File: config.mk
export PLATFORM = sky130hd
export DESIGN_NAME = three_wire_serial_master
export DESIGN_NICKNAME = d
export VERILOG_FILES = /design/src/twsm_pkg.sv /design/src/three_wire_serial_master.sv
export SDC_FILE = /design/constraint.sdc
export NUM_CORES = 1
export LEC_CHECK = 0
export BUFFER_PORTS_ARGS = -buffer_cell sky130_fd_sc_hd__buf_2
export CORE_MARGIN = 2
export CORE_UTILIZATION = 50
export DETAILED_ROUTE_END_ITERATION = 8
export HOLD_SLACK_MARGIN = 0.03
export PLACE_DENSITY = 0.7
export SYNTH_ARGS = -nofsm -noshare
export SYNTH_HDL_FRONTEND = slang
export SYNTH_SLANG_ARGS = --single-unit
File: constraint.sdc
create_clock -name clk_i -period 5.61 [get_ports clk_i]
set_clock_uncertainty 0.2 [all_clocks]
set_input_delay 0.8415 -clock clk_i [delete_from_list [all_inputs] [get_ports clk_i]]
set_output_delay 0.8415 -clock clk_i [all_outputs]
set_load 0.01 [all_outputs]
File: src/twsm_pkg.sv
// Shared types and constants for the three-wire serial master.
// No dependencies; used by three_wire_serial_master.
`default_nettype none

package twsm_pkg;

  localparam int unsigned RegW      = 8;
  localparam int unsigned BitCountW = 5;
  localparam int unsigned TxW       = 16;
  localparam int unsigned InDataW   = 24;
  localparam int unsigned OutDataW  = 16;

  localparam logic [RegW-1:0] HalfBitReset = 8'd2;
  localparam logic [RegW-1:0] SetupReset   = 8'd5;
  localparam logic [RegW-1:0] TickMax      = 8'hFF;

  // Bits per transfer: address plus data on a write, address alone before a read.
  localparam logic [BitCountW-1:0] WriteBits = 5'd16;
  localparam logic [BitCountW-1:0] ReadTxBits = 5'd8;
  localparam logic [BitCountW-1:0] RxBits    = 5'd8;

  // Input word kinds (tuser).
  localparam logic KindStart = 1'b0;
  localparam logic KindTick  = 1'b1;

  // Configuration register indexes.
  localparam logic RegHalfBit = 1'b0;
  localparam logic RegSetup   = 1'b1;

  typedef enum logic [6:0] {
    PhIdle   = 7'b0000001,
    PhSetup1 = 7'b0000010,
    PhSetup2 = 7'b0000100,
    PhTxLow  = 7'b0001000,
    PhTxHigh = 7'b0010000,
    PhRxLow  = 7'b0100000,
    PhRxHigh = 7'b1000000
  } phase_e;

endpackage

`default_nettype wire

File: src/three_wire_serial_master.sv
// Three-wire serial master: sequencer, pin state and result register.
// Depends on twsm_pkg for phase encoding, widths and register indexes.
//
// Usage: each input word on the s_axis channel is either a start (tuser = 0) that
// loads read/write, address and write byte, or a tick (tuser = 1) that advances the
// bit sequencer one step and carries the sampled data-line level. Every accepted word
// produces exactly one result word on m_axis with the pin levels (enable, clock, data
// out, data drive), the last finished read byte and done/busy/rejected flags.
// A start while a transfer runs is flagged rejected and otherwise ignored.
// The result is registered and appears in the output register the cycle after the
// word is accepted. Throughput is one word per cycle while m_axis is not stalled, set
// by the single pass through the sequencer logic between the state registers and the
// output register. s_axis_tready_o is high while the output register is empty or being
// drained, so a stalled receiver holds the result and stops intake after one word.
// Reset (rst_ni low) returns the sequencer to idle, pins low with data driven, read
// byte zero, timing registers to half_bit_ticks = 2 and enable_setup_ticks = 5.
// Configuration writes (cfg_we_i) take effect at once; the user must make them while idle, unchecked by the block.
`default_nettype none

module three_wire_serial_master (
  input  wire                                 clk_i,
  input  wire                                 rst_ni,
  // Input words
  input  wire                                 s_axis_tvalid_i,
  output logic                                s_axis_tready_o,
  // [0] is_read, [8:1] address, [16:9] write_data, [17] io_in, [23:18] zero
  input  wire  [twsm_pkg::InDataW-1:0]        s_axis_tdata_i,
  // [0] kind
  input  wire                                 s_axis_tuser_i,
  // Result words
  output logic                                m_axis_tvalid_o,
  input  wire                                 m_axis_tready_i,
  // [0] enable_pin, [1] clock_pin, [2] io_out, [3] io_drive, [11:4] read_data,
  // [12] done_res, [13] busy_res, [14] rejected, [15] zero
  output logic [twsm_pkg::OutDataW-1:0]       m_axis_tdata_o,
  // Configuration
  input  wire                                 cfg_we_i,
  input  wire                                 cfg_idx_i,
  input  wire  [twsm_pkg::RegW-1:0]           cfg_data_i
);

  logic [twsm_pkg::RegW-1:0]      half_bit_q, setup_q;
  twsm_pkg::phase_e               phase_q, phase_d;
  logic [twsm_pkg::BitCountW-1:0] bit_cnt_q, bit_cnt_d;
  logic [twsm_pkg::RegW-1:0]      tick_cnt_q, tick_cnt_d;
  logic [twsm_pkg::TxW-1:0]       tx_shift_q, tx_shift_d;
  logic [7:0]                     rx_shift_q, rx_shift_d;
  logic                           read_flag_q, read_flag_d;
  logic                           en_q, en_d, clk_pin_q, clk_pin_d;
  logic                           io_q, io_d, drive_q, drive_d;
  logic [7:0]                     last_rd_q, last_rd_d;
  logic                           done, rejected;

  logic                           in_acc;
  logic                           in_is_read, in_io;
  logic [7:0]                     in_addr, in_wdata;

  logic [twsm_pkg::RegW-1:0]      wait_lim, lim_eff, tick_inc;
  logic                           wait_done;
  logic [twsm_pkg::BitCountW-1:0] bit_inc;
  logic [twsm_pkg::TxW-1:0]       tx_next;

  logic [twsm_pkg::OutDataW-1:0]  out_d;

  assign s_axis_tready_o = ~m_axis_tvalid_o | m_axis_tready_i;
  assign in_acc          = s_axis_tvalid_i & s_axis_tready_o;

  assign in_is_read = s_axis_tdata_i[0];
  assign in_addr    = s_axis_tdata_i[8:1];
  assign in_wdata   = s_axis_tdata_i[16:9];
  assign in_io      = s_axis_tdata_i[17];

  // Setup phases time against enable_setup_ticks, bit halves against half_bit_ticks.
  assign wait_lim  = (phase_q == twsm_pkg::PhSetup1 || phase_q == twsm_pkg::PhSetup2)
                     ? setup_q : half_bit_q;
  assign lim_eff   = (wait_lim == '0) ? twsm_pkg::RegW'(1) : wait_lim;
  assign tick_inc  = (tick_cnt_q == twsm_pkg::TickMax) ? tick_cnt_q
                     : tick_cnt_q + twsm_pkg::RegW'(1);
  assign wait_done = (tick_inc >= lim_eff);
  assign bit_inc   = bit_cnt_q + twsm_pkg::BitCountW'(1);
  assign tx_next   = tx_shift_q >> 1;

  always_comb begin
    phase_d     = phase_q;
    bit_cnt_d   = bit_cnt_q;
    tick_cnt_d  = tick_cnt_q;
    tx_shift_d  = tx_shift_q;
    rx_shift_d  = rx_shift_q;
    read_flag_d = read_flag_q;
    en_d        = en_q;
    clk_pin_d   = clk_pin_q;
    io_d        = io_q;
    drive_d     = drive_q;
    last_rd_d   = last_rd_q;
    done        = 1'b0;
    rejected    = 1'b0;

    if (s_axis_tuser_i == twsm_pkg::KindStart) begin
      if (phase_q != twsm_pkg::PhIdle) begin
        rejected = 1'b1;
      end else begin
        read_flag_d = in_is_read;
        tx_shift_d  = {in_wdata, in_addr};
        bit_cnt_d   = '0;
        tick_cnt_d  = '0;
        en_d        = 1'b0;
        clk_pin_d   = 1'b0;
        io_d        = 1'b0;
        drive_d     = 1'b1;
        phase_d     = twsm_pkg::PhSetup1;
      end
    end else if (phase_q != twsm_pkg::PhIdle) begin
      tick_cnt_d = wait_done ? '0 : tick_inc;
      if (wait_done) begin
        unique case (phase_q)
          twsm_pkg::PhSetup1: begin
            en_d    = 1'b1;
            phase_d = twsm_pkg::PhSetup2;
          end
          twsm_pkg::PhSetup2: begin
            clk_pin_d = 1'b0;
            io_d      = tx_shift_q[0];
            phase_d   = twsm_pkg::PhTxLow;
          end
          twsm_pkg::PhTxLow: begin
            clk_pin_d = 1'b1;
            phase_d   = twsm_pkg::PhTxHigh;
          end
          twsm_pkg::PhTxHigh: begin
            tx_shift_d = tx_next;
            bit_cnt_d  = bit_inc;
            if (bit_inc >= (read_flag_q ? twsm_pkg::ReadTxBits : twsm_pkg::WriteBits)) begin
              if (!read_flag_q) begin
                done = 1'b1;
              end else begin
                // turn the data line around for the read byte
                drive_d    = 1'b0;
                io_d       = 1'b0;
                clk_pin_d  = 1'b0;
                bit_cnt_d  = '0;
                rx_shift_d = '0;
                phase_d    = twsm_pkg::PhRxLow;
              end
            end else begin
              clk_pin_d = 1'b0;
              io_d      = tx_next[0];
              phase_d   = twsm_pkg::PhTxLow;
            end
          end
          twsm_pkg::PhRxLow: begin
            rx_shift_d = {in_io, rx_shift_q[7:1]};
            clk_pin_d  = 1'b1;
            phase_d    = twsm_pkg::PhRxHigh;
          end
          twsm_pkg::PhRxHigh: begin
            bit_cnt_d = bit_inc;
            if (bit_inc >= twsm_pkg::RxBits) begin
              last_rd_d = rx_shift_q;
              done      = 1'b1;
            end else begin
              clk_pin_d = 1'b0;
              phase_d   = twsm_pkg::PhRxLow;
            end
          end
          default: begin
            phase_d = phase_q;
          end
        endcase
        // end of transfer: drop enable and clock, drive data low
        if (done) begin
          en_d       = 1'b0;
          clk_pin_d  = 1'b0;
          io_d       = 1'b0;
          drive_d    = 1'b1;
          phase_d    = twsm_pkg::PhIdle;
          bit_cnt_d  = '0;
          tick_cnt_d = '0;
        end
      end
    end

    out_d = {1'b0, rejected, (phase_d != twsm_pkg::PhIdle), done, last_rd_d,
             drive_d, io_d, clk_pin_d, en_d};
  end

  always_ff @(posedge clk_i or negedge rst_ni) begin
    if (!rst_ni) begin
      half_bit_q <= twsm_pkg::HalfBitReset;
      setup_q    <= twsm_pkg::SetupReset;
    end else if (cfg_we_i) begin
      case (cfg_idx_i)
        twsm_pkg::RegHalfBit: half_bit_q <= cfg_data_i;
        twsm_pkg::RegSetup:   setup_q    <= cfg_data_i;
        default:              half_bit_q <= half_bit_q;
      endcase
    end
  end

  always_ff @(posedge clk_i or negedge rst_ni) begin
    if (!rst_ni) begin
      phase_q     <= twsm_pkg::PhIdle;
      bit_cnt_q   <= '0;
      tick_cnt_q  <= '0;
      tx_shift_q  <= '0;
      rx_shift_q  <= '0;
      read_flag_q <= 1'b0;
      en_q        <= 1'b0;
      clk_pin_q   <= 1'b0;
      io_q        <= 1'b0;
      drive_q     <= 1'b1;
      last_rd_q   <= '0;
    end else if (in_acc) begin
      phase_q     <= phase_d;
      bit_cnt_q   <= bit_cnt_d;
      tick_cnt_q  <= tick_cnt_d;
      tx_shift_q  <= tx_shift_d;
      rx_shift_q  <= rx_shift_d;
      read_flag_q <= read_flag_d;
      en_q        <= en_d;
      clk_pin_q   <= clk_pin_d;
      io_q        <= io_d;
      drive_q     <= drive_d;
      last_rd_q   <= last_rd_d;
    end
  end

  always_ff @(posedge clk_i or negedge rst_ni) begin
    if (!rst_ni) begin
      m_axis_tvalid_o <= 1'b0;
    end else if (s_axis_tready_o) begin
      m_axis_tvalid_o <= s_axis_tvalid_i;
    end
  end

  always_ff @(posedge clk_i) begin
    if (in_acc) begin
      m_axis_tdata_o <= out_d;
    end
  end

  // Released data line only happens inside a read, with enable high.
  assert property (@(posedge clk_i) disable iff (!rst_ni)
    (m_axis_tvalid_o && !m_axis_tdata_o[3]) |-> (m_axis_tdata_o[0] && m_axis_tdata_o[13]))
    else $error("data line released outside an active read");

  // Idle result words show the pins parked: enable and clock low, data driven low.
  assert property (@(posedge clk_i) disable iff (!rst_ni)
    (m_axis_tvalid_o && !m_axis_tdata_o[13]) |->
      (!m_axis_tdata_o[0] && !m_axis_tdata_o[1] && !m_axis_tdata_o[2] && m_axis_tdata_o[3]))
    else $error("pins not parked while idle");

  // A finishing word reports idle, and a rejected start only happens while busy.
  assert property (@(posedge clk_i) disable iff (!rst_ni)
    m_axis_tvalid_o |-> (!(m_axis_tdata_o[12] && m_axis_tdata_o[13]) &&
                         !(m_axis_tdata_o[14] && !m_axis_tdata_o[13])))
    else $error("done/busy/rejected flags inconsistent");

  // An accepted start while idle moves the sequencer into the first setup wait.
  assert property (@(posedge clk_i) disable iff (!rst_ni)
    (in_acc && s_axis_tuser_i == twsm_pkg::KindStart && phase_q == twsm_pkg::PhIdle)
      |=> (phase_q == twsm_pkg::PhSetup1))
    else $error("start from idle did not enter setup");

endmodule

`default_nettype wire
== Word level (Yosys, flattened, before mapping) ==
Index checks and enable logic that the tools add are counted.

* Bitwise gates (word level): 6
* Order comparisons: 3
* Eq/ne operators: 16
* Add/subtract/negate cells: 2
* Reductions and logical operators: 12
* Mux-type cells: 79

{| class="wikitable"
|+ Operator list
! cell !! number
|-
| 2-to-1 mux 8 bit || 16
|-
| 2-to-1 mux 16 bit || 5
|-
| 2-to-1 mux 7 bit || 8
|-
| one-hot mux 7 bit (6 select lines) || 1
|-
| 2-to-1 mux 5 bit || 8
|-
| 2-to-1 mux 1 bit || 36
|-
| one-hot mux 8 bit (2 select lines) || 1
|-
| != test 7 x 1 -> 1 bit (second input constant) || 2
|-
| one-hot mux 5 bit (2 select lines) || 1
|-
| AND reduction 5 bit || 2
|-
| AND reduction 3 bit || 3
|-
| adder 8 x 1 -> 8 bit (second input constant) || 1
|-
| == test 8 bit (second input constant) || 1
|-
| >= comparator 8 bit || 1
|-
| zero test 8 bit || 1
|-
| != test 2 bit (second input constant) || 4
|-
| == test 7 x 2 -> 1 bit (second input constant) || 1
|-
| == test 7 x 3 -> 1 bit (second input constant) || 1
|-
| == test 7 x 4 -> 1 bit (second input constant) || 1
|-
| == test 7 x 5 -> 1 bit (second input constant) || 1
|-
| == test 7 x 6 -> 1 bit (second input constant) || 1
|-
| == test 7 bit (second input constant) || 1
|-
| AND reduction 7 bit || 1
|-
| adder 5 x 1 -> 5 bit (second input constant) || 1
|-
| other kinds (13) || 19
|}

* Logic and storage cells: 135
* Bits in registers: 89
* Output and inout bits: 18
* Bits of input ports: 39

== Longest topological paths before layout ==
* Depth after elaboration: 14
* Gate-level depth with buffers: 16
* Gate-level depth less buffers: 12

== Least setup slack after synthesis ==
OpenSTA, ideal clock, no wires.

* Path type: flip-flop to flip-flop
* Start: register phase_q[3]
* End: register m_axis_tdata_o[10] in the netlist's numbering, data pin
* Library setup time: 0.260 ns
* Stages on the path, launching flop included: 15
* Buffers on the path: 2
* Period minus slack after synthesis: 3.869 ns
* Slack: 1.741 ns
* Required time: 5.150 ns
* Arrival time: 3.409 ns
* Path through: dfrtp_1 buf_2 or3_1 nor4_2 buf_2 mux2i_1 nand2_1 o21ai_0 ha_1 nand2b_1 a31oi_1 o21ai_0 nand2_1 nor4_4 mux2_2

* Word-level cells in the longest chain between the ends: 9
* Elaborated cells on any way between the ends: 13
* Those cells by class: order compare (1); eq/ne (4); mux (6); reduce/logical (2)

{| class="wikitable"
|+ RTL lines
! item !! RTL line !! text
|-
| from (decl) || three_wire_serial_master.sv:43 || <nowiki>twsm_pkg::phase_e phase_q, phase_d;</nowiki>
|-
| from (signal assigned) || three_wire_serial_master.sv:201 || <nowiki>phase_q <= twsm_pkg::PhIdle;</nowiki>
|-
| from (signal assigned) || three_wire_serial_master.sv:213 || <nowiki>phase_q <= phase_d;</nowiki>
|-
| == test 7 x 2 -> 1 bit / == test 7 x 3 -> 1 bit (equally long branches) || three_wire_serial_master.sv:74 || <nowiki>assign wait_lim = (phase_q == twsm_pkg::PhSetup1 || phase_q == twsm_pkg::PhSetup2)</nowiki>
|-
| logical OR 1 bit || three_wire_serial_master.sv:74 ||
|-
| 2-to-1 mux 8 bit || three_wire_serial_master.sv:75 || <nowiki>? setup_q : half_bit_q;</nowiki>
|-
| zero test 8 bit || three_wire_serial_master.sv:76 || <nowiki>assign lim_eff = (wait_lim == '0) ? twsm_pkg::RegW'(1) : wait_lim;</nowiki>
|-
| 2-to-1 mux 8 bit || three_wire_serial_master.sv:76 ||
|-
| >= comparator 8 bit || three_wire_serial_master.sv:79 || <nowiki>assign wait_done = (tick_inc >= lim_eff);</nowiki>
|-
| 2-to-1 mux 8 bit || three_wire_serial_master.sv:114 || <nowiki>if (wait_done) begin</nowiki>
|-
| 2-to-1 mux 8 bit * || three_wire_serial_master.sv:112 || <nowiki>end else if (phase_q != twsm_pkg::PhIdle) begin</nowiki>
|-
| 2-to-1 mux 8 bit * || three_wire_serial_master.sv:98 || <nowiki>if (s_axis_tuser_i == twsm_pkg::KindStart) begin</nowiki>
|-
| via last_rd_d[6] || three_wire_serial_master.sv:51 || <nowiki>logic [7:0] last_rd_q, last_rd_d;</nowiki>
|-
| to (signal assigned) || three_wire_serial_master.sv:237 || <nowiki>m_axis_tdata_o <= out_d;</nowiki>
|-
| to (decl) || three_wire_serial_master.sv:35 || <nowiki>output logic [twsm_pkg::OutDataW-1:0] m_axis_tdata_o,</nowiki>
|}

Mark *: on every way through the listed nets, which the timed path passes. The rest lies on a longest branch.
A chain may end at the register's enable or synchronous reset.

== Worst setup path after layout ==
Ends and elaborated chain as after synthesis.

==> summary.md <==
| Metric | Value |
|---|---|
| Outcome | `complete, no violations` |
| Relative slew margins | `46.6%` |
| Top cell type by total area after synthesis | `dfrtp_1` |
| CTS root buf | `clkbuf_8` |
| Routability cong. | `0.912` |
| P_leak | `2.48 nW` |
| Boundary Pins | `57` |
| RSZ-0062 raised after global routing | `false` |
| Share of cells above drive strength 1 | `25.7%` |
| Top cell type's share of synthesized area | `35.0%` |
| CP startpoint | `phase_q[3]` |
| Vias/cell | `5.88` |
| Highest routing layer actually used | `met4` |
| Core Box Area | `0.00968 mm²` |
| Hold/Removal Path Class | `in2async` |
| CTS Buffer Depth | `2` |
| Post-synth top cells | `dfrtp_1, mux2_2, mux2i_1, a21oi_1, nand2_1` |
| Sw frac | `32.1%` |
| Setup violators final | `0` |
| Hold_buf cts | `0` |
| Antenna cells | `0` |
| Worst Path Buf+Inv | `1` |
| Clock Latency Late Sink | `0.38 ns` |
| Post-Syn Area | `0.00493 mm²` |
| Critical path arrival | `4.61 ns` |
| F_max | `214 MHz` |
| CTS sink cnt | `89` |
| Largest net degree at the start of global routing | `55` |
| First-pass DRT Iterations | `4` |
| Syn Nets | `503` |
| PwrDens | `284 mW/mm²` |
| Fin crit period | `4.67 ns` |
| Via count | `3685` |
| First-pass GRT wire length | `17600 µm` |
| Post-synth EDFFs | `15` |
| Residual DRC | `0` |
| Peak per-stage delay on the critical path | `0.58 ns` |
| Max Slew Vio Count | `0` |
| CTS Buf Count | `9` |
| Area delta synth->final | `11.2%` |
| Setup bufs post-CTS | `0` |
| Final ANT Viol Nets | `0` |
| DR WL met3 | `458 µm` |
| Setup TNS | `0 ns` |
| Area contributors post-synth | `dfrtp_1, edfxtp_1, mux2_2` |
| Die area | `0.0107 mm²` |
| Routed met1 length | `4740 µm` |
| Initial antenna violation count | `0` |
| Required time worst endpoint | `5.55 ns` |
| Synthesized instance count | `447` |
| Die height | `103 µm` |
| Number of unique standard cell types used by synthesis | `61` |
| Grt ovf | `0` |
| Clock transition at path regs | `0.10 ns` |
| DR WL/cell | `16.7 µm` |
| Worst slew pin tran | `0.800 ns` |
| Int Pwr | `0.00106 W` |
| Critical path, cell by cell | `or3_1, nor4_2, buf_4, mux2i_1, nand2_1, o21ai_0, ha_1, nand2b_1, a31oi_1, o21ai_0, nand2_1, nor4_4, mux2_2` |
| CTS tree | `yes` |
| Buffers on Ports | `49` |
| Vias in the first global route | `3641` |
| Post-Place Worst Slack | `0.930 ns` |
| Die width | `103 µm` |
| Crit path max-delay family | `simple AND/OR/NAND/NOR gates` |
| H-tree depth | `3` |
| Sw power | `0.000501 W` |
| Initial core utilization | `50.9%` |
| Total wire length | `10500 µm` |
| Max Cap Viol | `0` |
| R2R Path Start | `phase_q[3]` |
| CP max-delay cell | `nor4_4` |
| Main synth FF type | `dfrtp_1` |
| Post-cts resize count | `0` |
| Met2 Wirelength | `5070 µm` |
| Most common cell in the netlist | `dfrtp_1` |
| Period utilization | `83.2%` |
| Tot GR Track Use | `21.4%` |
| Clock Power Share | `27.9%` |
| WS Path Type | `reg2reg` |
| Nets | `545` |
| Initial DRC count | `176` |
| Flop pwr share | `52.6%` |
| Comb power frac | `19.5%` |
| Crit-path max FO | `13` |
| Yosys reg bits | `89` |
| Share of flip-flops with an asynchronous set or reset | `83.1%` |
| Synth Area per Inst | `11.0 µm²` |
| Syn. warnings | `0` |
| Crit. End Element | `flop` |
| Final Hold Viols | `0` |
| CP Launch Type | `flop` |
| Seq/Total Area, Yosys | `46.8%` |
| Worst ir drop on vdd | `199 µV` |
| Min setup slack post-route | `0.942 ns` |
| Hpwl dp | `7490 µm` |
| Site row count | `36` |
metrics by stage:
stage	instances	hold WS (ns)	cell area (µm²)	util (%)	total power, W
after floorplan	447	0.261	4930	-	0.00104
after global placement	611	0.285	5290	54.6	0.00112
after detailed placement	611	0.296	5290	54.6	0.00114
after CTS	627	0.228	5480	56.6	0.00157
after global routing	627	0.238	5480	56.6	0.00166
final	627	0.216	5480	56.6	0.00156
layer usage:
metal  GRT usage, %  vias to the layer above
li1               -                     1768
met1           28.9                     1794
met2           33.6                      103
met3           4.97                       20
met4           8.20                        0
met5              0                        -
cell type report:
cell class / instances / area (µm²)
clock buffers: 9 / 124
clock inverters: 7 / 72.6
fillers: 834 / 4200
inverters: 15 / 56.3
multi-input cells: 321 / 2480
flip-flops and latches: 89 / 2310
well taps: 133 / 166
repair buffers: 53 / 275
kinds of logic after synthesis:
logic type | Yosys count | share of synthesized area, %
AOI/OAI and AO/OA | 112 | 15.6
xor gates and xnor gates | 12 | 2.13
adders and majority gates | 17 | 4.31
buffers and inverters | 37 | 3.25
DFF | 89 | 46.8
muxes | 63 | 13.7
other | 1 | 0.0760
and+or+nand+nor | 116 | 14.2
registers in the layout, summed over array words and instances, names as in the netlist:
register / count
clk_pin_q: 1
tick_cnt_q: 8
m_axis_tvalid_o: 1
m_axis_tdata_o: 15
rx_shift_q: 8
phase_q: 7
en_q: 1
io_q: 1
bit_cnt_q: 5
tx_shift_q: 16
setup_q: 8
half_bit_q: 8
read_flag_q: 1
drive_q: 1
last_rd_q: 8
power groups by stage:
stage | logic, W | registers [W] | clock network (W)
after floorplan | 0.000222 | 0.000816 | 0
after detailed placement | 0.000306 | 0.000835 | 0
after global placement | 0.000293 | 0.000828 | 0
final | 0.000304 | 0.000821 | 0.000435
after CTS | 0.000306 | 0.000822 | 0.000446
after global routing | 0.000346 | 0.000835 | 0.000477
worst register-to-register path, stage by stage (launching register included):
cell and delay, ns:
dfrtp_1 0.52, or3_1 0.45, nor4_2 0.24, buf_4 0.26, mux2i_1 0.31, nand2_1 0.08, o21ai_0 0.17, ha_1 0.15
nand2b_1 0.10, a31oi_1 0.11, o21ai_0 0.41, nand2_1 0.45, nor4_4 0.58, mux2_2 0.41
layout by cell type, fill, tap and decap left out, types with 3 or more instances in the layout:
cell / synthesis / layout
a211o_1: 4 / 4
a21bo_2: 3 / 3
a21o_1: 9 / 9
a21oi_1: 25 / 25
a22o_1: 7 / 7
a31oi_1: 20 / 20
a32o_1: 3 / 3
and2_1: 3 / 3
and3_1: 3 / 3
buf_2: 8 / 49
buf_4: 3 / 4
clkbuf_8: 0 / 9
dfrtp_1: 69 / 69
dfstp_2: 5 / 5
edfxtp_1: 15 / 15
ha_1: 17 / 17
inv_1: 13 / 13
mux2_2: 35 / 35
mux2i_1: 28 / 28
nand2_1: 22 / 22
nand2b_1: 7 / 7
nand3_1: 19 / 19
nand3b_1: 4 / 4
nand4_1: 3 / 3
nor2_1: 17 / 16
nor2b_1: 5 / 5
nor3_1: 8 / 8
nor3b_1: 3 / 3
nor4_1: 5 / 5
o211ai_1: 3 / 3
o21ai_0: 13 / 13
o311ai_0: 4 / 4
o31ai_1: 6 / 5
xnor2_1: 7 / 7
xor2_1: 5 / 5
path summary, 6_finish.rpt:
check	endpoint	slack (ns)	depth (start not counted)
max in group asynchronous	tx_shift_q[5]	3.94	2
worst max-delay path	m_axis_tdata_o[10]	0.94	13
min in group clk_i	last_rd_q[3]	0.32	1
worst max register to register	m_axis_tdata_o[10]	0.94	13
worst min-delay path	en_q	0.22	1
worst min register to register	last_rd_q[3]	0.32	1
Power figures use the tool's default switching activity.
